<file path="src/rtl/fbb_pkg.sv">
// ----------------------------------------------------------------------------
// fbb_pkg: shared constants and types for the foreground bounding box
// Register map codes, configuration field widths and reset values.
// ----------------------------------------------------------------------------
`default_nettype none

package fbb_pkg;

  // Default geometry of the datapath
  localparam int COORD_BITS_DEF  = 10;
  localparam int SAMPLE_BITS_DEF = 16;

  // Configuration field widths
  localparam int CFG_SIZE_W = 11;
  localparam int CFG_PAD_W  = 4;
  localparam int CFG_THR_W  = 15;
  localparam int CFG_DATA_W = 15;
  localparam int CFG_IDX_W  = 3;

  // Register indexes
  typedef enum logic [CFG_IDX_W-1:0] {
    REG_SIZE_X  = 3'd0,
    REG_SIZE_Y  = 3'd1,
    REG_SIZE_Z  = 3'd2,
    REG_PAD     = 3'd3,
    REG_THRESH  = 3'd4
  } cfg_reg_e;

  // Reset values
  localparam logic [CFG_SIZE_W-1:0] SIZE_RST   = 11'd1024;
  localparam logic [CFG_PAD_W-1:0]  PAD_RST    = 4'd2;
  localparam logic [CFG_THR_W-1:0]  THRESH_RST = 15'd0;

  // Axis numbering inside coordinate arrays
  localparam int AXIS_X = 0;
  localparam int AXIS_Y = 1;
  localparam int AXIS_Z = 2;
  localparam int NUM_AXES = 3;

endpackage : fbb_pkg

`default_nettype wire

</file>
<file path="src/rtl/fbb_if.sv">
// ----------------------------------------------------------------------------
// fbb_if: valid/ready channels of the foreground bounding box
// Sample channel (one voxel per item) and result channel (one box per item).
// ----------------------------------------------------------------------------
`default_nettype none

interface fbb_smp_if #(
  parameter int SAMPLE_BITS = fbb_pkg::SAMPLE_BITS_DEF
);
  logic                          valid;
  logic                          ready;
  logic signed [SAMPLE_BITS-1:0] sample;

  modport source (output valid, output sample, input ready);
  modport sink   (input valid, input sample, output ready);
endinterface : fbb_smp_if

interface fbb_res_if #(
  parameter int COORD_BITS = fbb_pkg::COORD_BITS_DEF
);
  logic                  valid;
  logic                  ready;
  logic                  found;
  logic [COORD_BITS-1:0] box_min_x;
  logic [COORD_BITS-1:0] box_max_x;
  logic [COORD_BITS-1:0] box_min_y;
  logic [COORD_BITS-1:0] box_max_y;
  logic [COORD_BITS-1:0] box_min_z;
  logic [COORD_BITS-1:0] box_max_z;

  modport source (output valid, output found, output box_min_x, output box_max_x,
                  output box_min_y, output box_max_y, output box_min_z,
                  output box_max_z, input ready);
  modport sink   (input valid, input found, input box_min_x, input box_max_x,
                  input box_min_y, input box_max_y, input box_min_z,
                  input box_max_z, output ready);
endinterface : fbb_res_if

`default_nettype wire

</file>
<file path="src/rtl/fbb_front.sv">
// ----------------------------------------------------------------------------
// fbb_front: voxel classifier and raster position counters
// Tag each accepted voxel with its position, foreground flag and end flag.
// ----------------------------------------------------------------------------
`default_nettype none

module fbb_front #(
  parameter int COORD_BITS  = fbb_pkg::COORD_BITS_DEF,
  parameter int SAMPLE_BITS = fbb_pkg::SAMPLE_BITS_DEF
) (
  input  wire logic                                         clk_i,
  input  wire logic                                         rst_ni,
  input  wire logic                                         valid_i,
  input  wire logic signed [SAMPLE_BITS-1:0]                sample_i,
  output      logic                                         ready_o,
  input  wire logic [fbb_pkg::CFG_THR_W-1:0]                thresh_i,
  input  wire logic [fbb_pkg::NUM_AXES-1:0][COORD_BITS-1:0] last_i,
  input  wire logic                                         q_full_i,
  output      logic                                         push_o,
  output      logic [fbb_pkg::NUM_AXES-1:0][COORD_BITS-1:0] pos_o,
  output      logic                                         fg_o,
  output      logic                                         last_o
);

  localparam int MW = (SAMPLE_BITS > fbb_pkg::CFG_THR_W) ? SAMPLE_BITS
                                                         : fbb_pkg::CFG_THR_W;

  logic [fbb_pkg::NUM_AXES-1:0][COORD_BITS-1:0] pos_q, pos_d;
  logic [fbb_pkg::NUM_AXES-1:0]                 at_end;
  logic [SAMPLE_BITS-1:0]                       mag;
  logic [SAMPLE_BITS-1:0]                       raw;

  // The most negative sample negates onto itself, which is its exact magnitude
  assign raw = sample_i;
  assign mag = raw[SAMPLE_BITS-1] ? (~raw + SAMPLE_BITS'(1)) : raw;

  assign ready_o = !q_full_i;
  assign push_o  = valid_i && !q_full_i;

  always_comb begin
    for (int a = 0; a < fbb_pkg::NUM_AXES; a++) begin
      at_end[a] = pos_q[a] >= last_i[a];
    end
  end

  assign pos_o  = pos_q;
  assign fg_o   = MW'(mag) > MW'(thresh_i);
  assign last_o = &at_end;

  always_comb begin
    pos_d = pos_q;
    if (push_o) begin
      if (&at_end) begin
        pos_d = '0;
      end else if (!at_end[fbb_pkg::AXIS_X]) begin
        pos_d[fbb_pkg::AXIS_X] = pos_q[fbb_pkg::AXIS_X] + COORD_BITS'(1);
      end else begin
        pos_d[fbb_pkg::AXIS_X] = '0;
        if (!at_end[fbb_pkg::AXIS_Y]) begin
          pos_d[fbb_pkg::AXIS_Y] = pos_q[fbb_pkg::AXIS_Y] + COORD_BITS'(1);
        end else begin
          pos_d[fbb_pkg::AXIS_Y] = '0;
          pos_d[fbb_pkg::AXIS_Z] = pos_q[fbb_pkg::AXIS_Z] + COORD_BITS'(1);
        end
      end
    end
  end

  always_ff @(posedge clk_i or negedge rst_ni) begin
    if (!rst_ni) begin
      pos_q <= '0;
    end else begin
      pos_q <= pos_d;
    end
  end

endmodule : fbb_front

`default_nettype wire

</file>
<file path="src/rtl/fbb_fifo.sv">
// ----------------------------------------------------------------------------
// fbb_fifo: short register queue between front and back
// Hold tagged voxels so that either side can stall on its own.
// ----------------------------------------------------------------------------
`default_nettype none

module fbb_fifo #(
  parameter int WIDTH = 32,
  parameter int DEPTH = 2
) (
  input  wire logic             clk_i,
  input  wire logic             rst_ni,
  input  wire logic             push_i,
  input  wire logic [WIDTH-1:0] wdata_i,
  output      logic             full_o,
  input  wire logic             pop_i,
  output      logic [WIDTH-1:0] rdata_o,
  output      logic             valid_o
);

  localparam int AW = (DEPTH > 1) ? $clog2(DEPTH) : 1;
  localparam int CW = $clog2(DEPTH + 1);

  logic [WIDTH-1:0] mem_q [DEPTH];
  logic [AW-1:0]    wr_ptr_q, rd_ptr_q;
  logic [CW-1:0]    cnt_q;

  assign full_o  = cnt_q == CW'(DEPTH);
  assign valid_o = cnt_q != '0;
  assign rdata_o = mem_q[rd_ptr_q];

  always_ff @(posedge clk_i) begin
    if (push_i) begin
      mem_q[wr_ptr_q] <= wdata_i;
    end
  end

  always_ff @(posedge clk_i or negedge rst_ni) begin
    if (!rst_ni) begin
      wr_ptr_q <= '0;
      rd_ptr_q <= '0;
      cnt_q    <= '0;
    end else begin
      if (push_i) begin
        wr_ptr_q <= (wr_ptr_q == AW'(DEPTH - 1)) ? '0 : wr_ptr_q + AW'(1);
      end
      if (pop_i) begin
        rd_ptr_q <= (rd_ptr_q == AW'(DEPTH - 1)) ? '0 : rd_ptr_q + AW'(1);
      end
      if (push_i && !pop_i) begin
        cnt_q <= cnt_q + CW'(1);
      end else if (pop_i && !push_i) begin
        cnt_q <= cnt_q - CW'(1);
      end
    end
  end

endmodule : fbb_fifo

`default_nettype wire

</file>
<file path="src/rtl/fbb_back.sv">
// ----------------------------------------------------------------------------
// fbb_back: box tracker and result register
// Fold foreground positions into min/max registers; emit the padded box.
// ----------------------------------------------------------------------------
`default_nettype none

module fbb_back #(
  parameter int COORD_BITS = fbb_pkg::COORD_BITS_DEF
) (
  input  wire logic                                         clk_i,
  input  wire logic                                         rst_ni,
  input  wire logic                                         q_valid_i,
  input  wire logic [fbb_pkg::NUM_AXES-1:0][COORD_BITS-1:0] pos_i,
  input  wire logic                                         fg_i,
  input  wire logic                                         last_i,
  output      logic                                         pop_o,
  input  wire logic [fbb_pkg::CFG_PAD_W-1:0]                pad_i,
  input  wire logic [fbb_pkg::NUM_AXES-1:0][COORD_BITS-1:0] axis_last_i,
  output      logic                                         out_valid_o,
  input  wire logic                                         out_ready_i,
  output      logic                                         found_o,
  output      logic [fbb_pkg::NUM_AXES-1:0][COORD_BITS-1:0] box_min_o,
  output      logic [fbb_pkg::NUM_AXES-1:0][COORD_BITS-1:0] box_max_o
);

  localparam int NA = fbb_pkg::NUM_AXES;

  logic [NA-1:0][COORD_BITS-1:0] lo_q, hi_q, lo_n, hi_n;
  logic                          any_q, any_n;
  logic [NA-1:0][COORD_BITS-1:0] min_d, max_d, box_min_q, box_max_q;
  logic                          out_valid_q, found_q;
  logic [COORD_BITS-1:0]         pad_ext;
  logic [COORD_BITS:0]           hi_pad;

  // Drop the final voxel only when the result register can take the box
  assign pop_o = q_valid_i && (!last_i || !out_valid_q || out_ready_i);

  assign pad_ext = COORD_BITS'(pad_i);
  assign any_n   = any_q || fg_i;

  always_comb begin
    hi_pad = '0;
    for (int a = 0; a < NA; a++) begin
      lo_n[a] = (fg_i && (pos_i[a] < lo_q[a])) ? pos_i[a] : lo_q[a];
      hi_n[a] = (fg_i && (pos_i[a] > hi_q[a])) ? pos_i[a] : hi_q[a];
    end
    for (int a = 0; a < NA; a++) begin
      hi_pad = {1'b0, hi_n[a]} + (COORD_BITS + 1)'(pad_i);
      if (any_n) begin
        min_d[a] = (lo_n[a] > pad_ext) ? (lo_n[a] - pad_ext) : '0;
        max_d[a] = (hi_pad > {1'b0, axis_last_i[a]}) ? axis_last_i[a]
                                                     : hi_pad[COORD_BITS-1:0];
      end else begin
        min_d[a] = '0;
        max_d[a] = axis_last_i[a];
      end
    end
  end

  always_ff @(posedge clk_i or negedge rst_ni) begin
    if (!rst_ni) begin
      lo_q        <= '1;
      hi_q        <= '0;
      any_q       <= 1'b0;
      out_valid_q <= 1'b0;
    end else begin
      if (out_ready_i) begin
        out_valid_q <= 1'b0;
      end
      if (pop_o) begin
        if (last_i) begin
          lo_q        <= '1;
          hi_q        <= '0;
          any_q       <= 1'b0;
          out_valid_q <= 1'b1;
        end else begin
          lo_q  <= lo_n;
          hi_q  <= hi_n;
          any_q <= any_n;
        end
      end
    end
  end

  always_ff @(posedge clk_i) begin
    if (pop_o && last_i) begin
      found_q   <= any_n;
      box_min_q <= min_d;
      box_max_q <= max_d;
    end
  end

  assign out_valid_o = out_valid_q;
  assign found_o     = found_q;
  assign box_min_o   = box_min_q;
  assign box_max_o   = box_max_q;

endmodule : fbb_back

`default_nettype wire

</file>
<file path="src/rtl/foreground_bounding_box.sv">
// ----------------------------------------------------------------------------
// foreground_bounding_box: 3D foreground bounding box over a voxel stream
// Track the extent of voxels whose magnitude exceeds a threshold and report
// the padded, clamped box once per volume.
// ----------------------------------------------------------------------------
// Usage:
//   smp_i carries one voxel per item in raster order, x fastest, then y, z.
//   res_o carries one item per volume: the found flag and the box corners.
//   cfg_we_i/cfg_index_i/cfg_wdata_i write the size, pad and threshold
//   registers; write them only while no volume is in flight.
// Throughput: one voxel per cycle while no pending result stalls the back;
//   the front classifier and back tracker each do constant work per item.
// Result path: the last voxel of the volume passes through the queue and is
//   folded into the result register that drives res_o; a pending result can
//   hold it in the queue first.
// Reset: registers take their default values (1024^3 volume, pad 2,
//   threshold 0), counters and trackers clear, the queue empties.
// Stall: a pending result holds in its register while voxels keep flowing;
//   the back stops only at the next volume's last voxel, the two-entry queue
//   then fills and smp_i.ready drops until res_o is taken.
// ----------------------------------------------------------------------------
`default_nettype none

module foreground_bounding_box #(
  parameter int COORD_BITS  = fbb_pkg::COORD_BITS_DEF,
  parameter int SAMPLE_BITS = fbb_pkg::SAMPLE_BITS_DEF
) (
  input  wire logic                            clk_i,
  input  wire logic                            rst_ni,
  fbb_smp_if.sink                              smp_i,
  fbb_res_if.source                            res_o,
  input  wire logic                            cfg_we_i,
  input  wire logic [fbb_pkg::CFG_IDX_W-1:0]   cfg_index_i,
  input  wire logic [fbb_pkg::CFG_DATA_W-1:0]  cfg_wdata_i
);

  localparam int NA = fbb_pkg::NUM_AXES;
  localparam int SW = fbb_pkg::CFG_SIZE_W;
  // Wide enough to hold both the size register and 2^COORD_BITS
  localparam int WB = (SW > COORD_BITS + 1) ? SW : COORD_BITS + 1;
  localparam logic [WB-1:0] CAP = WB'(1) << COORD_BITS;
  localparam int QW = NA * COORD_BITS + 2;

  // Configuration registers
  logic [NA-1:0][SW-1:0]              size_q;
  logic [fbb_pkg::CFG_PAD_W-1:0]      pad_q;
  logic [fbb_pkg::CFG_THR_W-1:0]      thresh_q;

  always_ff @(posedge clk_i or negedge rst_ni) begin
    if (!rst_ni) begin
      size_q   <= {NA{fbb_pkg::SIZE_RST}};
      pad_q    <= fbb_pkg::PAD_RST;
      thresh_q <= fbb_pkg::THRESH_RST;
    end else if (cfg_we_i) begin
      unique case (cfg_index_i)
        fbb_pkg::REG_SIZE_X: size_q[fbb_pkg::AXIS_X] <= cfg_wdata_i[SW-1:0];
        fbb_pkg::REG_SIZE_Y: size_q[fbb_pkg::AXIS_Y] <= cfg_wdata_i[SW-1:0];
        fbb_pkg::REG_SIZE_Z: size_q[fbb_pkg::AXIS_Z] <= cfg_wdata_i[SW-1:0];
        fbb_pkg::REG_PAD:    pad_q    <= cfg_wdata_i[fbb_pkg::CFG_PAD_W-1:0];
        fbb_pkg::REG_THRESH: thresh_q <= cfg_wdata_i[fbb_pkg::CFG_THR_W-1:0];
        default: ;  // unmapped index: drop the write
      endcase
    end
  end

  // Last coordinate per axis: a size of zero acts as one, and a size beyond
  // the coordinate range saturates at the full range
  logic [NA-1:0][COORD_BITS-1:0] axis_last;
  logic [WB-1:0]                 size_ext;

  always_comb begin
    size_ext = '0;
    for (int a = 0; a < NA; a++) begin
      size_ext = WB'(size_q[a]);
      if (size_ext == '0) begin
        axis_last[a] = '0;
      end else if (size_ext > CAP) begin
        axis_last[a] = COORD_BITS'(CAP - WB'(1));
      end else begin
        axis_last[a] = COORD_BITS'(size_ext - WB'(1));
      end
    end
  end

  // Front: classify and tag each voxel
  logic                          q_push, q_full, q_pop, q_valid;
  logic [NA-1:0][COORD_BITS-1:0] f_pos, b_pos;
  logic                          f_fg, f_last, b_fg, b_last;
  logic [QW-1:0]                 q_wdata, q_rdata;

  fbb_front #(
    .COORD_BITS  (COORD_BITS),
    .SAMPLE_BITS (SAMPLE_BITS)
  ) u_front (
    .clk_i    (clk_i),
    .rst_ni   (rst_ni),
    .valid_i  (smp_i.valid),
    .sample_i (smp_i.sample),
    .ready_o  (smp_i.ready),
    .thresh_i (thresh_q),
    .last_i   (axis_last),
    .q_full_i (q_full),
    .push_o   (q_push),
    .pos_o    (f_pos),
    .fg_o     (f_fg),
    .last_o   (f_last)
  );

  assign q_wdata = {f_fg, f_last, f_pos};

  // Queue: decouple the classifier from the tracker
  fbb_fifo #(
    .WIDTH (QW),
    .DEPTH (2)
  ) u_fifo (
    .clk_i   (clk_i),
    .rst_ni  (rst_ni),
    .push_i  (q_push),
    .wdata_i (q_wdata),
    .full_o  (q_full),
    .pop_i   (q_pop),
    .rdata_o (q_rdata),
    .valid_o (q_valid)
  );

  assign b_fg   = q_rdata[QW-1];
  assign b_last = q_rdata[QW-2];
  assign b_pos  = q_rdata[QW-3:0];

  // Back: fold positions into the box and hold the result
  logic [NA-1:0][COORD_BITS-1:0] box_min, box_max;

  fbb_back #(
    .COORD_BITS (COORD_BITS)
  ) u_back (
    .clk_i       (clk_i),
    .rst_ni      (rst_ni),
    .q_valid_i   (q_valid),
    .pos_i       (b_pos),
    .fg_i        (b_fg),
    .last_i      (b_last),
    .pop_o       (q_pop),
    .pad_i       (pad_q),
    .axis_last_i (axis_last),
    .out_valid_o (res_o.valid),
    .out_ready_i (res_o.ready),
    .found_o     (res_o.found),
    .box_min_o   (box_min),
    .box_max_o   (box_max)
  );

  assign res_o.box_min_x = box_min[fbb_pkg::AXIS_X];
  assign res_o.box_max_x = box_max[fbb_pkg::AXIS_X];
  assign res_o.box_min_y = box_min[fbb_pkg::AXIS_Y];
  assign res_o.box_max_y = box_max[fbb_pkg::AXIS_Y];
  assign res_o.box_min_z = box_min[fbb_pkg::AXIS_Z];
  assign res_o.box_max_z = box_max[fbb_pkg::AXIS_Z];

  // Assertions
  a_no_push_full: assert property (@(posedge clk_i) disable iff (!rst_ni)
    q_push |-> !q_full)
    else $error("queue written while full");

  a_pop_nonempty: assert property (@(posedge clk_i) disable iff (!rst_ni)
    q_pop |-> q_valid)
    else $error("queue read while empty");

  a_result_from_last: assert property (@(posedge clk_i) disable iff (!rst_ni)
    $rose(res_o.valid) |-> $past(q_pop && b_last))
    else $error("result raised without a final voxel");

  a_last_holds_pending: assert property (@(posedge clk_i) disable iff (!rst_ni)
    (q_valid && b_last && res_o.valid && !res_o.ready) |-> !q_pop)
    else $error("final voxel dropped over a pending result");

endmodule : foreground_bounding_box

`default_nettype wire

</file>
<file path="src/flat_wrapper.sv">
// flat-port wrapper written by rule: the top's interface ports become plain ports
module foreground_bounding_box_flat 
#(
  parameter int COORD_BITS  = fbb_pkg::COORD_BITS_DEF,
  parameter int SAMPLE_BITS = fbb_pkg::SAMPLE_BITS_DEF
)
  (clk_i, rst_ni, cfg_we_i, cfg_index_i, cfg_wdata_i, smp_i_valid, smp_i_sample, smp_i_ready, res_o_valid, res_o_found, res_o_box_min_x, res_o_box_max_x, res_o_box_min_y, res_o_box_max_y, res_o_box_min_z, res_o_box_max_z, res_o_ready);
  fbb_smp_if #(.SAMPLE_BITS(SAMPLE_BITS)) smp_i_i ();
  fbb_res_if #(.COORD_BITS(COORD_BITS)) res_o_i ();
  input  wire logic clk_i;
  input  wire logic rst_ni;
  input  wire logic cfg_we_i;
  input  wire logic [fbb_pkg::CFG_IDX_W-1:0] cfg_index_i;
  input  wire logic [fbb_pkg::CFG_DATA_W-1:0] cfg_wdata_i;
  input wire logic [$bits(smp_i_i.valid)-1:0] smp_i_valid;
  input wire logic [$bits(smp_i_i.sample)-1:0] smp_i_sample;
  output wire logic [$bits(smp_i_i.ready)-1:0] smp_i_ready;
  output wire logic [$bits(res_o_i.valid)-1:0] res_o_valid;
  output wire logic [$bits(res_o_i.found)-1:0] res_o_found;
  output wire logic [$bits(res_o_i.box_min_x)-1:0] res_o_box_min_x;
  output wire logic [$bits(res_o_i.box_max_x)-1:0] res_o_box_max_x;
  output wire logic [$bits(res_o_i.box_min_y)-1:0] res_o_box_min_y;
  output wire logic [$bits(res_o_i.box_max_y)-1:0] res_o_box_max_y;
  output wire logic [$bits(res_o_i.box_min_z)-1:0] res_o_box_min_z;
  output wire logic [$bits(res_o_i.box_max_z)-1:0] res_o_box_max_z;
  input wire logic [$bits(res_o_i.ready)-1:0] res_o_ready;
  assign smp_i_i.valid = smp_i_valid;
  assign smp_i_i.sample = smp_i_sample;
  assign smp_i_ready = smp_i_i.ready;
  assign res_o_valid = res_o_i.valid;
  assign res_o_found = res_o_i.found;
  assign res_o_box_min_x = res_o_i.box_min_x;
  assign res_o_box_max_x = res_o_i.box_max_x;
  assign res_o_box_min_y = res_o_i.box_min_y;
  assign res_o_box_max_y = res_o_i.box_max_y;
  assign res_o_box_min_z = res_o_i.box_min_z;
  assign res_o_box_max_z = res_o_i.box_max_z;
  assign res_o_i.ready = res_o_ready;
  foreground_bounding_box #(.COORD_BITS(COORD_BITS), .SAMPLE_BITS(SAMPLE_BITS)) u_core (.clk_i(clk_i), .rst_ni(rst_ni), .smp_i(smp_i_i), .res_o(res_o_i), .cfg_we_i(cfg_we_i), .cfg_index_i(cfg_index_i), .cfg_wdata_i(cfg_wdata_i));
endmodule
</file>
<file path="config.mk">
export PLATFORM = sky130hd
export DESIGN_NAME = foreground_bounding_box_flat
export DESIGN_NICKNAME = d
export VERILOG_FILES = /design/src/rtl/fbb_pkg.sv /design/src/rtl/fbb_if.sv /design/src/rtl/fbb_front.sv /design/src/rtl/fbb_fifo.sv /design/src/rtl/fbb_back.sv /design/src/rtl/foreground_bounding_box.sv /design/src/flat_wrapper.sv
export SDC_FILE = /design/constraint.sdc
export NUM_CORES = 1
export LEC_CHECK = 0
export BUFFER_PORTS_ARGS = -buffer_cell sky130_fd_sc_hd__buf_2
export CAP_MARGIN = 25
export CORE_MARGIN = 2
export CORE_UTILIZATION = 51
export DETAILED_ROUTE_END_ITERATION = 8
export HOLD_SLACK_MARGIN = 0.06
export PLACE_DENSITY_LB_ADDON = 0.15
export SLEW_MARGIN = 0
export SYNTH_ARGS = -nofsm -noshare
export SYNTH_HDL_FRONTEND = slang
export SYNTH_SLANG_ARGS = --single-unit
</file>
<file path="constraint.sdc">
create_clock -name clk_i -period 7.86 [get_ports clk_i]
set_input_delay 0 -clock clk_i [delete_from_list [all_inputs] [get_ports clk_i]]
set_output_delay 0 -clock clk_i [all_outputs]
set_load 0.03 [all_outputs]
</file>
# Word-level counts from Yosys, hierarchy flattened
# Memories as Yosys holds them, arrays and structs flattened.
# Cells that the tools add are included.
[word_totals] register_bits=209 input_bits=39 memories=1 latch_bits=0 word_cells=143 output_inout_bits=63 ram_bits=64 romBits=0
[classes] div_mod_pow=0 n_eq_ne=5 n_bitwise=1 n_reduce_logical=38 n_mux=36 mul=0 shifts=0 order_cmp=19 addsub=17
[mem_list] memory="u_core.u_fifo.mem_q" depth=2 word_bits=32 read_ports=1 rd_ports_with_merged_regs=0 write_ports=1 line_no="fbb_fifo.sv:24" source="logic [WIDTH-1:0] mem_q [DEPTH];"
[ops] op="10-bit two-way mux" count=21
[ops] op="30-bit two-way mux" count=3
[ops] op="10-bit by 4-bit adder with 11-bit output" count=3
[ops] op="11-bit by 10-bit > comparator with 1-bit output" count=3
[ops] op="11-bit > comparator, second input constant" count=3
[ops] op="11-bit logical NOT" count=3
[ops] op="10-bit by 1-bit adder with 10-bit output, second input constant" count=3
[ops] op="10-bit >= comparator" count=3
[ops] op="10-bit > comparator" count=3
[ops] op="10-bit by 4-bit > comparator with 1-bit output" count=3
[ops] op="10-bit < comparator" count=3
[ops] op="10-bit by 1-bit subtractor with 10-bit output, second input constant" count=3
[ops] op="10-bit by 4-bit subtractor with 10-bit output" count=3
[ops] op="20-bit two-way mux" count=1
[ops] op="2-bit AND reduction" count=9
[ops] op="16-bit by 1-bit adder with 16-bit output, second input constant" count=1
[ops] op="16-bit by 15-bit > comparator with 1-bit output" count=1
[ops] op="16-bit two-way mux" count=1
[ops] op="16-bit NOT" count=1
[ops] op="1-bit logical AND" count=11
[ops] op="1-bit two-way mux" count=8
[ops] op="2-bit nonzero test" count=4
[ops] op="3-bit by 2-bit == test with 1-bit output, second input constant" count=2
[ops] op="3-bit AND reduction" count=2
[ops] op="other kinds (10)" count=18

# Longest topological paths before layout
# Gate-level depths: netlist (run 1).
# An unclocked memory read counts as a cell.
[logic_depth] word_depth=8 depth_mapped=31 mapped_depth_nobuf=24

# By module
# A second synthesis (run 1) with hierarchy kept.
[hier_totals] hier_cells=1679 hier_area_um2=17979.7
[modules_own_cells] module="fbb_back" seq_area_each_um2=3420.8 cells_each=956 area_each_um2=9515.4 n_inst=1
[modules_own_cells] module="fbb_front" seq_area_each_um2=750.7 cells_each=362 area_each_um2=3014.1 n_inst=1
[modules_own_cells] module="foreground_bounding_box" seq_area_each_um2=1306.3 cells_each=245 area_each_um2=2798.9 n_inst=1
[modules_own_cells] module="fbb_fifo" seq_area_each_um2=2021.9 cells_each=116 area_each_um2=2651.3 n_inst=1

# Worst setup path before layout (run 1)
# No wires, ideal clock.
[synth_timing] path_kind="flip-flop to flip-flop" from="register u_core.u_fifo.rd_ptr_q" to="register u_core.u_back.box_max_q, in the netlist u_core.u_back.box_max_o[0] (data pin)" t_required_ns=7.600 path_stages_with_launch=26 slack_ns=1.407 setup_ns=0.260 synth_period_minus_slack_ns=6.453 arrival_ns=6.193 n_path_buf=5 cell_sequence="dfrtp_1 buf_6 buf_8 buf_6 buf_2 mux2i_1 inv_1 ha_1 and4_1 a31oi_1 a21boi_0 buf_2 a21oi_1 ha_1 fa_1 a221oi_1 nor2_1 mux2_4 xnor2_1 ha_1 nand4_1 or3_1 a21boi_0 o21ai_1 a21oi_4 mux2_2"
[synth_lines] element="start, declared" line_no="fbb_fifo.sv:25" source="logic [AW-1:0] wr_ptr_q, rd_ptr_q;"
[synth_lines] element="start signal, assigned" line_no="fbb_fifo.sv:48" source="rd_ptr_q <= (rd_ptr_q == AW'(DEPTH - 1)) ? '0 : rd_ptr_q + AW'(1);"
[synth_lines] element="end signal, assigned" line_no="fbb_back.sv:89" source="box_max_q <= max_d;"
[synth_lines] element="end, declared" line_no="fbb_back.sv:30" source="logic [NA-1:0][COORD_BITS-1:0] min_d, max_d, box_min_q, box_max_q;"

==> results of run 1 <==
-- flip-flops by register name, summed over array words and instances, names as in the netlist --
| register | cells |
|---|---|
| u_core.u_back.hi_q | 30 |
| u_core.size_ext | 11 |
| u_core.size_q | 22 |
| u_core.u_back.box_min_o | 30 |
| u_core.u_front.pos_o | 30 |
| u_core.u_back.out_valid_o | 1 |
| u_core.u_back.any_q | 1 |
| u_core.u_back.lo_q | 30 |
| u_core.u_back.box_max_o | 30 |
| u_core.u_fifo.cnt_q | 2 |
| u_core.u_fifo.wr_ptr_q | 1 |
| u_core.thresh_q | 15 |
| u_core.u_back.found_o | 1 |
| u_core.pad_q | 4 |
| u_core.u_fifo.mem_q | 64 |
| u_core.u_fifo.rd_ptr_q | 1 |
-- tightest hold or removal path, stage by stage --
cell     delay, ps
buf_2           80
nand2_1        310
nand2_1        160
o21ai_0         70
-- metrics by stage --
stage | hold WS (ps) | std cells
after floorplan | -296 | 1792
final | 98.1 | 2445
after CTS | 68.7 | 2444
after detailed placement | 80.5 | 2335
after global placement | 73.9 | 2335
after global routing | 147 | 2445
-- final cells by class --
cell class              count  area (um^2)  area share
multi-input cells        1310         9730       0.467
repair buffers            185         1300      0.0623
clock inverters            23          333      0.0160
well taps                 455          569      0.0273
clock buffers              35          811      0.0389
flip-flops and latches    273         7500       0.360
inverters                 164          616      0.0295
-- routing by layer --
layer / up-vias / track usage / wire length (um)
li1: 6879 / - / -
met1: 6776 / 0.346 / 20900
met2: 370 / 0.407 / 20700
met3: 72 / 0.0387 / 2550
met4: 0 / 0.0816 / 1340
met5: - / 0 / 0
-- kinds of logic after synthesis --
group	Yosys count	synth area share
and+or+nand+nor	480	0.126
AOI/OAI and AO/OA	437	0.165
DFF	273	0.414
buffers and inverters	209	0.0490
adders and majority gates	174	0.123
muxes	121	0.0753
xor gates and xnor gates	98	0.0474
-- worst paths after layout --
path,endpoint,depth (start not counted)
max reg2reg,u_core.u_back.box_max_o[10],23
min,u_core.u_front.pos_o[1],4
min reg2reg,u_core.u_back.hi_q[27],2
max,u_core.u_back.box_max_o[10],23
min in group asynchronous,u_core.u_back.hi_q[24],3
max in group asynchronous,u_core.size_ext[10],5
-- power groups by stage --
stage	clock, W	combinational [W]	sequential, W
after floorplan	0	0.00364	0.00280
after global placement	0	0.00515	0.00255
after detailed placement	0	0.00523	0.00256
after CTS	0.00164	0.00531	0.00254
after global routing	0.00170	0.00593	0.00259
final	0.00161	0.00531	0.00254
-- cells in the mapped netlist (6+ instances only) --
library cell and number:
o41ai_1 8, a211o_1 7, edfxtp_1 125, or4_1 7, nor3_1 49, a31oi_1 9
and4_1 6, a22o_1 8, o31ai_1 13, buf_4 6, nor4_1 13, xor2_1 12
a221o_1 7, o21ai_0 136, and2_1 8, nand2_1 166, o211ai_1 19, xnor2_1 86
mux2i_1 59, nand4_1 17, dfrtp_1 114, a211oi_1 19, fa_1 6, a21o_1 28
or3_1 15, o21a_1 17, and3_1 8, mux2_2 49, a21boi_0 8, nand2b_1 14
clkbuf_1 22, buf_6 8, dfstp_2 34, nand3_1 29, nor2_1 107, a21oi_1 79
inv_1 163, a2bb2oi_1 30, nor2b_1 17, buf_2 7, ha_1 167
-- repair_timing --
action / in CTS / in global routing
setup buffers: 0 / 0
hold buffers: 51 / 0
endpoints found under the hold margin: 127 / 0
==> metrics.csv, run 1 <==
metric;value;unit
insertion_delay;590;ps
cp_cell_sequence;mux2i_1 > inv_1 > ha_1 > nand4_1 > nor3_1 > a21oi_1 > a31oi_2 > a21oi_1 > ha_1 > fa_1 > a221oi_1 > nor3b_1 > or3_1 > nand2_1 > ha_1 > a21o_1 > a21oi_1 > nand2b_1 > nor3_1 > o21ai_0 > a31oi_1 > buf_4 > mux2_1;
yosys.area.top_type;edfxtp_1;
crit_fanout;22;
cts_resized;0;
cp.arrival;7470;ps
drv_slew;0;
final-hold-violation-count;0;
worst_slew_pin_slew;983;ps
slowest_delay;880;ps
port_buffers;101;
hpwlAfterDp;33000;um
crit_family;compound AO/OA/AOI/OAI gates;
ys_ff_latch;273;
gp_congestion;0.902;
place_area;0.0192;mm^2
vias_per_cell;5.77;
htree_levels;1;
dieArea;0.0370;mm^2
vias;14100;
clk_path_buf_depth;3;
antenna_cells;0;
timing.final.ws_setup;724;ps
crit_path_end_kind;flop;
drv_cap;0;
start_kind;flop;
grt_pass1_wl;73200;um
grt_pass1_vias;13800;
io_pins;102;
drtAntennaViolNets;0;
pre_cts_slack;804;ps
power_density;453;mW/mm^2
drcViolationCount;0;
cts-root-buf;clkbuf_16;
p_clk_frac;0.170;
syn_inst;1792;
finalSetupTns;0;ps
synth_edf_count;125;
grt.total_usage;0.251;
initialDrtViolationCount;846;
crit_type;reg2reg;
ys_types;81;
syn2layout_area_growth;15.3;%
synth_top_area_frac;0.207;
cp_data_required_time;8190;ps
max_slew_margin;0.343;
tritoncts;yes;
cts_buffers;31;
startpoint;u_core.u_fifo.rd_ptr_q;
combPwrFrac;0.562;
ys_async_sr_fraction;0.542;
layout_min_cycle_time;7140;ps
worstHoldStart;smp_i_valid;
hold_path_class;in2reg;
layout_worst_path_cycle_share;0.908;
path_buf_inv;2;
mostFrequentLayoutCells;ha_1 (167), nand2_1 (166), inv_1 (163);
peakVddDrop;238;uV
synthesis.area;0.0181;mm^2
start_util;0.521;
final_common_cell;ha_1;
final_core_utilization;0.601;
power.total;0.00946;W
rsz0062_at_grt;false;
dieWidth;192;um
nFillCells;2939;
p_sw;0.00418;W
routedWlPerCell;18.6;um
antenna_found_initial;1;
routed_wl;45500;um
internal-power;0.00527;W
r2r_start;u_core.u_fifo.rd_ptr_q;
skew;18.5;ps
dieHeight;192;um
status;complete, no violations;
crit_slowest_cell;dfrtp_2;
grt_start_max_net_pins;79;
ys.flop_type;edfxtp_1;
ys_warn_count;0;
yosys-top-cells-area;edfxtp_1 (21%), dfrtp_1 (16%), ha_1 (12%);
synthesis.nets;2004;
clkTransAtPathRegs;60;ps
syn-mean-instance-area;10.1;um^2
final_cell_area;0.0209;mm^2
core.rowCount;68;
seq_power_share;0.268;
swShare;0.442;
dr.pass1.iters;5;
p_leak;9.06;nW
reg2reg_setup_slack;720;ps
core;0.0347;mm^2
layout.nets;2177;
setup_viol;0;
cts.sinks;273;
drive_above_1_share;0.161;
grt_overflow;0;
synth-seq-area-share;0.414;
max_freq;0.140;GHz
(Power assumes the default switching activity.)
==> inputs of run 2 (changes only) <==
--- a/config.mk
+++ b/config.mk
@@ -10,6 +10,7 @@
 export CORE_MARGIN = 2
 export CORE_UTILIZATION = 51
 export DETAILED_ROUTE_END_ITERATION = 8
+export GPL_TIMING_DRIVEN = 0
 export HOLD_SLACK_MARGIN = 0.06
 export PLACE_DENSITY_LB_ADDON = 0.15
 export SLEW_MARGIN = 0
==> metrics.csv, run 2 (synthesis gave the netlist of run 1 again) <==
metric;value;unit;change
clkTransAtPathRegs;60;ps;about the same
cp.arrival;7700;ps;+230 ps
p_clk_frac;0.166;;-0.004
drv_slew;0;;unchanged
max_slew_margin;0.351;;+0.00811
min_to;u_core.pad_q[3];;
status;complete, no violations;;
reg2reg_setup_slack;410;ps;-320 ps
p_leak;8.98;nW;-0.83%
gp_congestion;0.905;;+0.35%
max_freq;0.134;GHz;-4.3%
cts.sinks;273;;unchanged
slowest_delay;700;ps;-180 ps
finalSetupTns;0;ps;unchanged
layout.nets;2169;;-0.37%
crit_fanout;10;;-55%
mostFrequentLayoutCells;ha_1 (167), nand2_1 (166), inv_1 (163);;
swShare;0.446;;+0.00412
registers.top_by_ff_count;u_core.u_fifo.mem_q;;
io_pins;102;;unchanged
start_kind;flop;;
final-hold-violation-count;0;;unchanged
insertion_delay;530;ps;-60 ps
cp_data_required_time;8110;ps;-80 ps
worstHoldStart;cfg_we_i;;
crit_slowest_cell;mux2i_1;;
dieWidth;192;um;unchanged
dieHeight;192;um;unchanged
antenna_cells;0;;unchanged
cts-root-buf;clkbuf_16;;
drive_above_1_share;0.162;;+0.00115
antenna_found_initial;0;;-1
port_buffers;101;;unchanged
setup_viol;0;;unchanged
dr.pass1.iters;5;;unchanged
vias;14200;;+0.84%
layout_min_cycle_time;7450;ps;+317 ps
initialDrtViolationCount;971;;+15%
hold_path_class;in2reg;;
nFillCells;2959;;+0.68%
met2WireLength;21700;um;+4.8%
post_cts_buffers;0;;unchanged
syn2layout_area_growth;14.8;%;
routedWlPerCell;18.9;um;+1.5%
path_buf_inv;6;;+4
htree_levels;2;;+1
seq_power_share;0.261;;-0.007
cts_buffers;34;;+9.7%
grt_pass1_wl;72900;um;-0.47%
internal-power;0.00529;W;+0.27%
power_density;460;mW/mm^2;+1.5%
grt_overflow;0;;unchanged
highest_layer;met4;;
wl_met1;20700;um;-0.91%
timing.final.ws_setup;408;ps;-317 ps
drtAntennaViolNets;0;;unchanged
crit_path_end_kind;flop;;
final_common_cell;ha_1;;
grt.total_usage;0.253;;+0.00181
cpMostUsedCell;ha_1;;
crit_type;reg2reg;;
wl_met3;2480;um;-2.6%
r2r_start;u_core.u_fifo.rd_ptr_q;;
vias_per_cell;5.83;;+1.2%
dieArea;0.0370;mm^2;unchanged
layout_worst_path_cycle_share;0.948;;+0.0403
clk_path_buf_depth;3;;unchanged
reg2reg_to;u_core.u_back.box_max_o[28];;
drcViolationCount;0;;unchanged
peakVddDrop;296;uV;+24%
grt_start_max_net_pins;98;;+24%
p_sw;0.00426;W;+2.0%
skew;23.9;ps;+5.39 ps
worst_r2r_path_depth;25;;+8.7%
core;0.0347;mm^2;unchanged
pre_cts_slack;25.4;ps;-778 ps
grt_pass1_vias;13600;;-1.6%
hpwlAfterDp;34000;um;+3.2%
rsz0062_at_grt;false;;
tritoncts;yes;;
routed_wl;46000;um;+1.2%
largest_reg_flops;64;;unchanged
worst_slew_pin_slew;973;ps;-10.1 ps
start_util;0.521;;unchanged
worstHoldPathCells;4;;unchanged
crit_family;compound AO/OA/AOI/OAI gates;;
drv_cap;0;;unchanged
core.rowCount;68;;unchanged
combPwrFrac;0.573;;+0.011
==> run 2: per-stage QoR <==
step	instances	utilization	instance area (um^2)	power (W)	hold slack [ps]
after floorplan	1792	-	18100	0.00644	-296
after global routing	2437	0.598	20800	0.0103	138
after global placement	2348	0.552	19200	0.00770	214
final	2437	0.598	20800	0.00955	119
after detailed placement	2353	0.556	19300	0.00786	3.91
after CTS	2438	0.596	20700	0.00951	91.7
==> run 2: area by class of cell <==
cell class / instances / area (um^2) / area share
multi-input combinational: 1310 / 9820 / 0.473
sequential: 273 / 7500 / 0.361
clock buffer: 42 / 922 / 0.0444
timing repair buffer: 130 / 865 / 0.0416
inverter: 164 / 616 / 0.0296
tap: 455 / 569 / 0.0274
buffer: 44 / 270 / 0.0130
clock inverter: 19 / 211 / 0.0102
==> run 2: worst register-to-register path: stages, from the launching register on <==
cell	delay, ps
dfrtp_1	350
buf_6	240
buf_8	220
mux2i_1	700
inv_1	330
ha_1	390
nand4_1	110
nor3_1	240
o21ai_1	150
a311oi_4	370
buf_6	230
clkbuf_1	330
a21oi_1	140
ha_1	230
fa_1	430
a221oi_1	440
nor2_1	120
xnor2_1	150
nand2_1	90
o21ai_0	160
ha_1	350
inv_1	40
a2111oi_0	370
o31ai_1	240
and4_1	250
or4_1	520
==> run 2: timing repair <==
action	in CTS	in global routing
hold endpoints to repair	189	0
hold buffers	24	0
resized for setup	1	14
endpoints found under the setup margin	2	20
gates cloned	0	0
==> run 2: routing by layer <==
| metal | global-route usage | vias to the layer above |
|---|---|---|
| li1 | - | 6854 |
| met1 | 0.343 | 6908 |
| met2 | 0.418 | 391 |
| met3 | 0.0362 | 63 |
| met4 | 0.0813 | 0 |
| met5 | 0 | - |
==> run 2: worst max path at each step <==
stage                      startpoint                           to  slack (ps)  cells past startpoint
6_report       u_core.u_fifo.rd_ptr_q  u_core.u_back.box_max_o[28]         410                     25
2_1_floorplan  u_core.u_fifo.rd_ptr_q   u_core.u_back.box_max_o[0]        1410                     25
5_1_grt        u_core.u_fifo.rd_ptr_q  u_core.u_back.box_max_o[10]          40                     29
3_5_place_dp   u_core.u_fifo.rd_ptr_q  u_core.u_back.box_max_o[10]          30                     28
4_1_cts        u_core.u_fifo.rd_ptr_q   u_core.u_back.box_max_o[0]          50                     25
3_3_place_gp   u_core.u_fifo.rd_ptr_q  u_core.u_back.box_max_o[10]          50                     28
==> run 2: power by group through the flow <==
| stage | registers, W | logic [W] | clock network, W |
|---|---|---|---|
| after floorplan | 0.00280 | 0.00364 | 0 |
| after global placement | 0.00252 | 0.00518 | 0 |
| after detailed placement | 0.00251 | 0.00536 | 0 |
| after CTS | 0.00249 | 0.00540 | 0.00162 |
| after global routing | 0.00255 | 0.00605 | 0.00167 |
| final | 0.00250 | 0.00547 | 0.00158 |
==> inputs of run 3 (changes only) <==
--- a/config.mk
+++ b/config.mk
@@ -5,6 +5,7 @@
 export SDC_FILE = /design/constraint.sdc
 export NUM_CORES = 1
 export LEC_CHECK = 0
+export ABC_AREA = 1
 export BUFFER_PORTS_ARGS = -buffer_cell sky130_fd_sc_hd__buf_2
 export CAP_MARGIN = 25
 export CORE_MARGIN = 2
@@ -13,6 +14,7 @@
 export GPL_TIMING_DRIVEN = 0
 export HOLD_SLACK_MARGIN = 0.06
 export PLACE_DENSITY_LB_ADDON = 0.15
+export SKIP_CTS_REPAIR_TIMING = 1
 export SLEW_MARGIN = 0
 export SYNTH_ARGS = -nofsm -noshare
 export SYNTH_HDL_FRONTEND = slang
==> metrics.csv, run 3 <==
metric;value;unit;change
skew;11.6;ps;-12.3 ps
synth-seq-area-share;0.427;;+0.0123
synthesis.area;0.0176;mm^2;-2.9%
layout_worst_path_cycle_share;0.841;;-0.107
setup_viol;0;;unchanged
htree_levels;1;;-1
endpoint;u_core.u_back.box_max_o[18];;
clk_path_buf_depth;3;;unchanged
grt.total_usage;0.237;;-0.0156
cp.arrival;6870;ps;-830 ps
dieArea;0.0360;mm^2;-2.8%
synth-xor-area-share;0.0354;;-0.0120
crit_slowest_cell;o21ai_0;;
synth_top_area_frac;0.214;;+0.00617
cts-root-buf;clkbuf_16;;
worstHoldStart;cfg_we_i;;
grt_start_max_net_pins;89;;-9.2%
finalSetupTns;0;ps;unchanged
worst_r2r_path_depth;31;;+24%
synth_edf_count;125;;unchanged
start_kind;flop;;
synth_top_family_by_area;simple AND/OR/NAND/NOR gates;;
dieWidth;190;um;-1.4%
yosys.area.top_type;edfxtp_1;;
synth.most_common_cell;nand2_1;;
cts_buffers;30;;-12%
crit_path_end_kind;flop;;
core;0.0337;mm^2;-2.9%
drtAntennaViolNets;0;;unchanged
gp_congestion;0.919;;+1.5%
synth_common_cells;nand2_1 (458), inv_1 (341), ha_1 (167), o21ai_0 (157), nor2_1 (137);;
ys_async_sr_fraction;0.542;;unchanged
drcViolationCount;0;;unchanged
cpMostUsedCell;nand2_1;;
timing.final.ws_setup;1250;ps;+843 ps
rsz0062_at_grt;false;;
registers.top_by_ff_count;u_core.u_fifo.mem_q;;
dr.pass1.iters;7;;+2
start_util;0.521;;about the same
reg2reg_setup_slack;1250;ps;+840 ps
yosys-mux-area-fraction;0.00171;;-0.0736
final-hold-violation-count;1;;+1
reg2reg_to;u_core.u_back.box_max_o[18];;
ys_types;48;;-41%
initialDrtViolationCount;915;;-5.8%
power_density;476;mW/mm^2;+3.6%
ys_warn_count;0;;unchanged
synthAdderAreaFrac;0.126;;+0.00308
layout_min_cycle_time;6610;ps;-843 ps
insertion_delay;560;ps;+30 ps
cts.sinks;273;;unchanged
dieHeight;190;um;-1.4%
crit_fanout;10;;unchanged
max_freq;0.151;GHz;+13%
final_common_cell;nand2_1;;
routed_wl;42600;um;-7.3%
drv_slew;0;;unchanged
drv_cap;0;;unchanged
status;finished with violations;;
synth-compound-area-share;0.118;;-0.0463
p_leak;9.76;nW;+8.6%
syn_inst;2125;;+19%
crit_type;reg2reg;;
vias;14400;;+1.6%
yosys.area_share.simple;0.204;;+0.0777
tritoncts;yes;;
drive_above_1_share;0.114;;-0.0477
startpoint;u_core.u_fifo.rd_ptr_q;;
antenna_cells;0;;unchanged
cp_data_required_time;8120;ps;about the same
stdcell_count;2758;;+13%
worst_slew_pin_slew;946;ps;-27.0 ps
whs;-2.86;ps;-122 ps
routedWlPerCell;15.5;um;-18%
grt_overflow;0;;unchanged
ys_ff_latch;273;;unchanged
io_pins;102;;unchanged
core.rowCount;67;;-1.5%
violations;negative hold slack;;
dp.cells;2675;;+14%
pre_cts_slack;1330;ps;+1310 ps
antenna_found_initial;0;;unchanged
hold_path_class;in2reg;;
syn-mean-instance-area;8.27;um^2;-18%
grt_pass1_wl;68600;um;-5.9%
largest_reg_flops;64;;unchanged
r2r_start;u_core.u_fifo.rd_ptr_q;;
mostFrequentLayoutCells;nand2_1 (458), inv_1 (340), ha_1 (167);;
peakVddDrop;230;uV;-22%
syn2layout_area_growth;13.9;%;
port_buffers;100;;-0.99%
synthesis.nets;2337;;+17%
slowest_delay;540;ps;-160 ps
ys.flop_type;edfxtp_1;;
hpwlAfterDp;32600;um;-4.1%
max_slew_margin;0.368;;+0.0165
yosys-top-cells-area;edfxtp_1 (21%), dfrtp_1 (16%), ha_1 (12%);;
clkTransAtPathRegs;60;ps;about the same
layout.nets;2498;;+15%
grt_pass1_vias;13800;;+1.5%
vias_per_cell;5.23;;-10%
-- run 3: cell types whose count changed after synthesis, sizes merged, moves of 30 or more --
cell	delta
mux2i	-65
nand2	+310
o22ai	+39
a2bb2oi	-30
nand3	+84
o21ai	+67
inv	+185
mux2	-53
xnor2	-59
nor2	+32
xor2	+32
-- run 3: cell type report --
type	instances	area, um^2
Clock buffer	40	820
Timing Repair Buffer	129	842
Fill cell	3039	13700
Buffer	44	233
Clock inverter	16	203
Multi-Input combinational cell	1459	8550
Sequential cell	273	7500
Tap cell	448	561
Inverter	349	1310
-- run 3: per-layer routing --
layer	vias to the layer above	track usage	routed length [um]
met4	0	0.0713	1210
met2	328	0.406	20200
met5	-	0	0
met3	72	0.0229	1710
met1	6658	0.321	19500
li1	7379	-	-
-- run 3: worst min-delay path by stage --
stage | to | slack, ps | cells after the start
final | u_core.pad_q[1] | -3 | 5
after global routing | u_core.pad_q[1] | 90 | 5
after CTS | u_core.size_q[9] | -580 | 1
after detailed placement | u_core.size_q[9] | 20 | 1
after global placement | u_core.thresh_q[12] | 250 | 3
after floorplan | u_core.pad_q[0] | -300 | 0
-- run 3: report_power, final --
part           internal (W)  leakage [nW]  switching (W)
sequential          0.00224          2.97       0.000287
clock              0.000866         0.502       0.000581
combinational       0.00183          6.29        0.00373
-- run 3: per-stage QoR --
stage	area (um^2)	util	hold slack, ps	total power (W)
after CTS	19700	0.585	-577	0.00955
after detailed placement	18700	0.555	15.0	0.00805
after floorplan	17600	-	-296	0.00657
after global routing	20000	0.594	90.2	0.0104
after global placement	18600	0.553	250	0.00788
final	20000	0.594	-2.86	0.00953
-- run 3: kinds of logic (layout without fill, tap and decap cells) --
| logic type | count (synthesis) | after routing |
|---|---|---|
| fa+ha+maj | 173 | 173 |
| flops | 273 | 273 |
| simple gates | 834 | 834 |
| xor+xnor | 71 | 71 |
| compound gates | 378 | 378 |
| mux | 3 | 3 |
| buf+inv | 393 | 578 |
-- run 3: critical path: cells and delay by family, from the launching register on --
kind / cells / cell delay (ps)
AO/OA/AOI/OAI: 6 / 1350
adder cells (fa/ha/maj): 3 / 910
buffers and inverters: 8 / 1610
flip-flops: 1 / 440
AND/OR/NAND/NOR: 14 / 1990
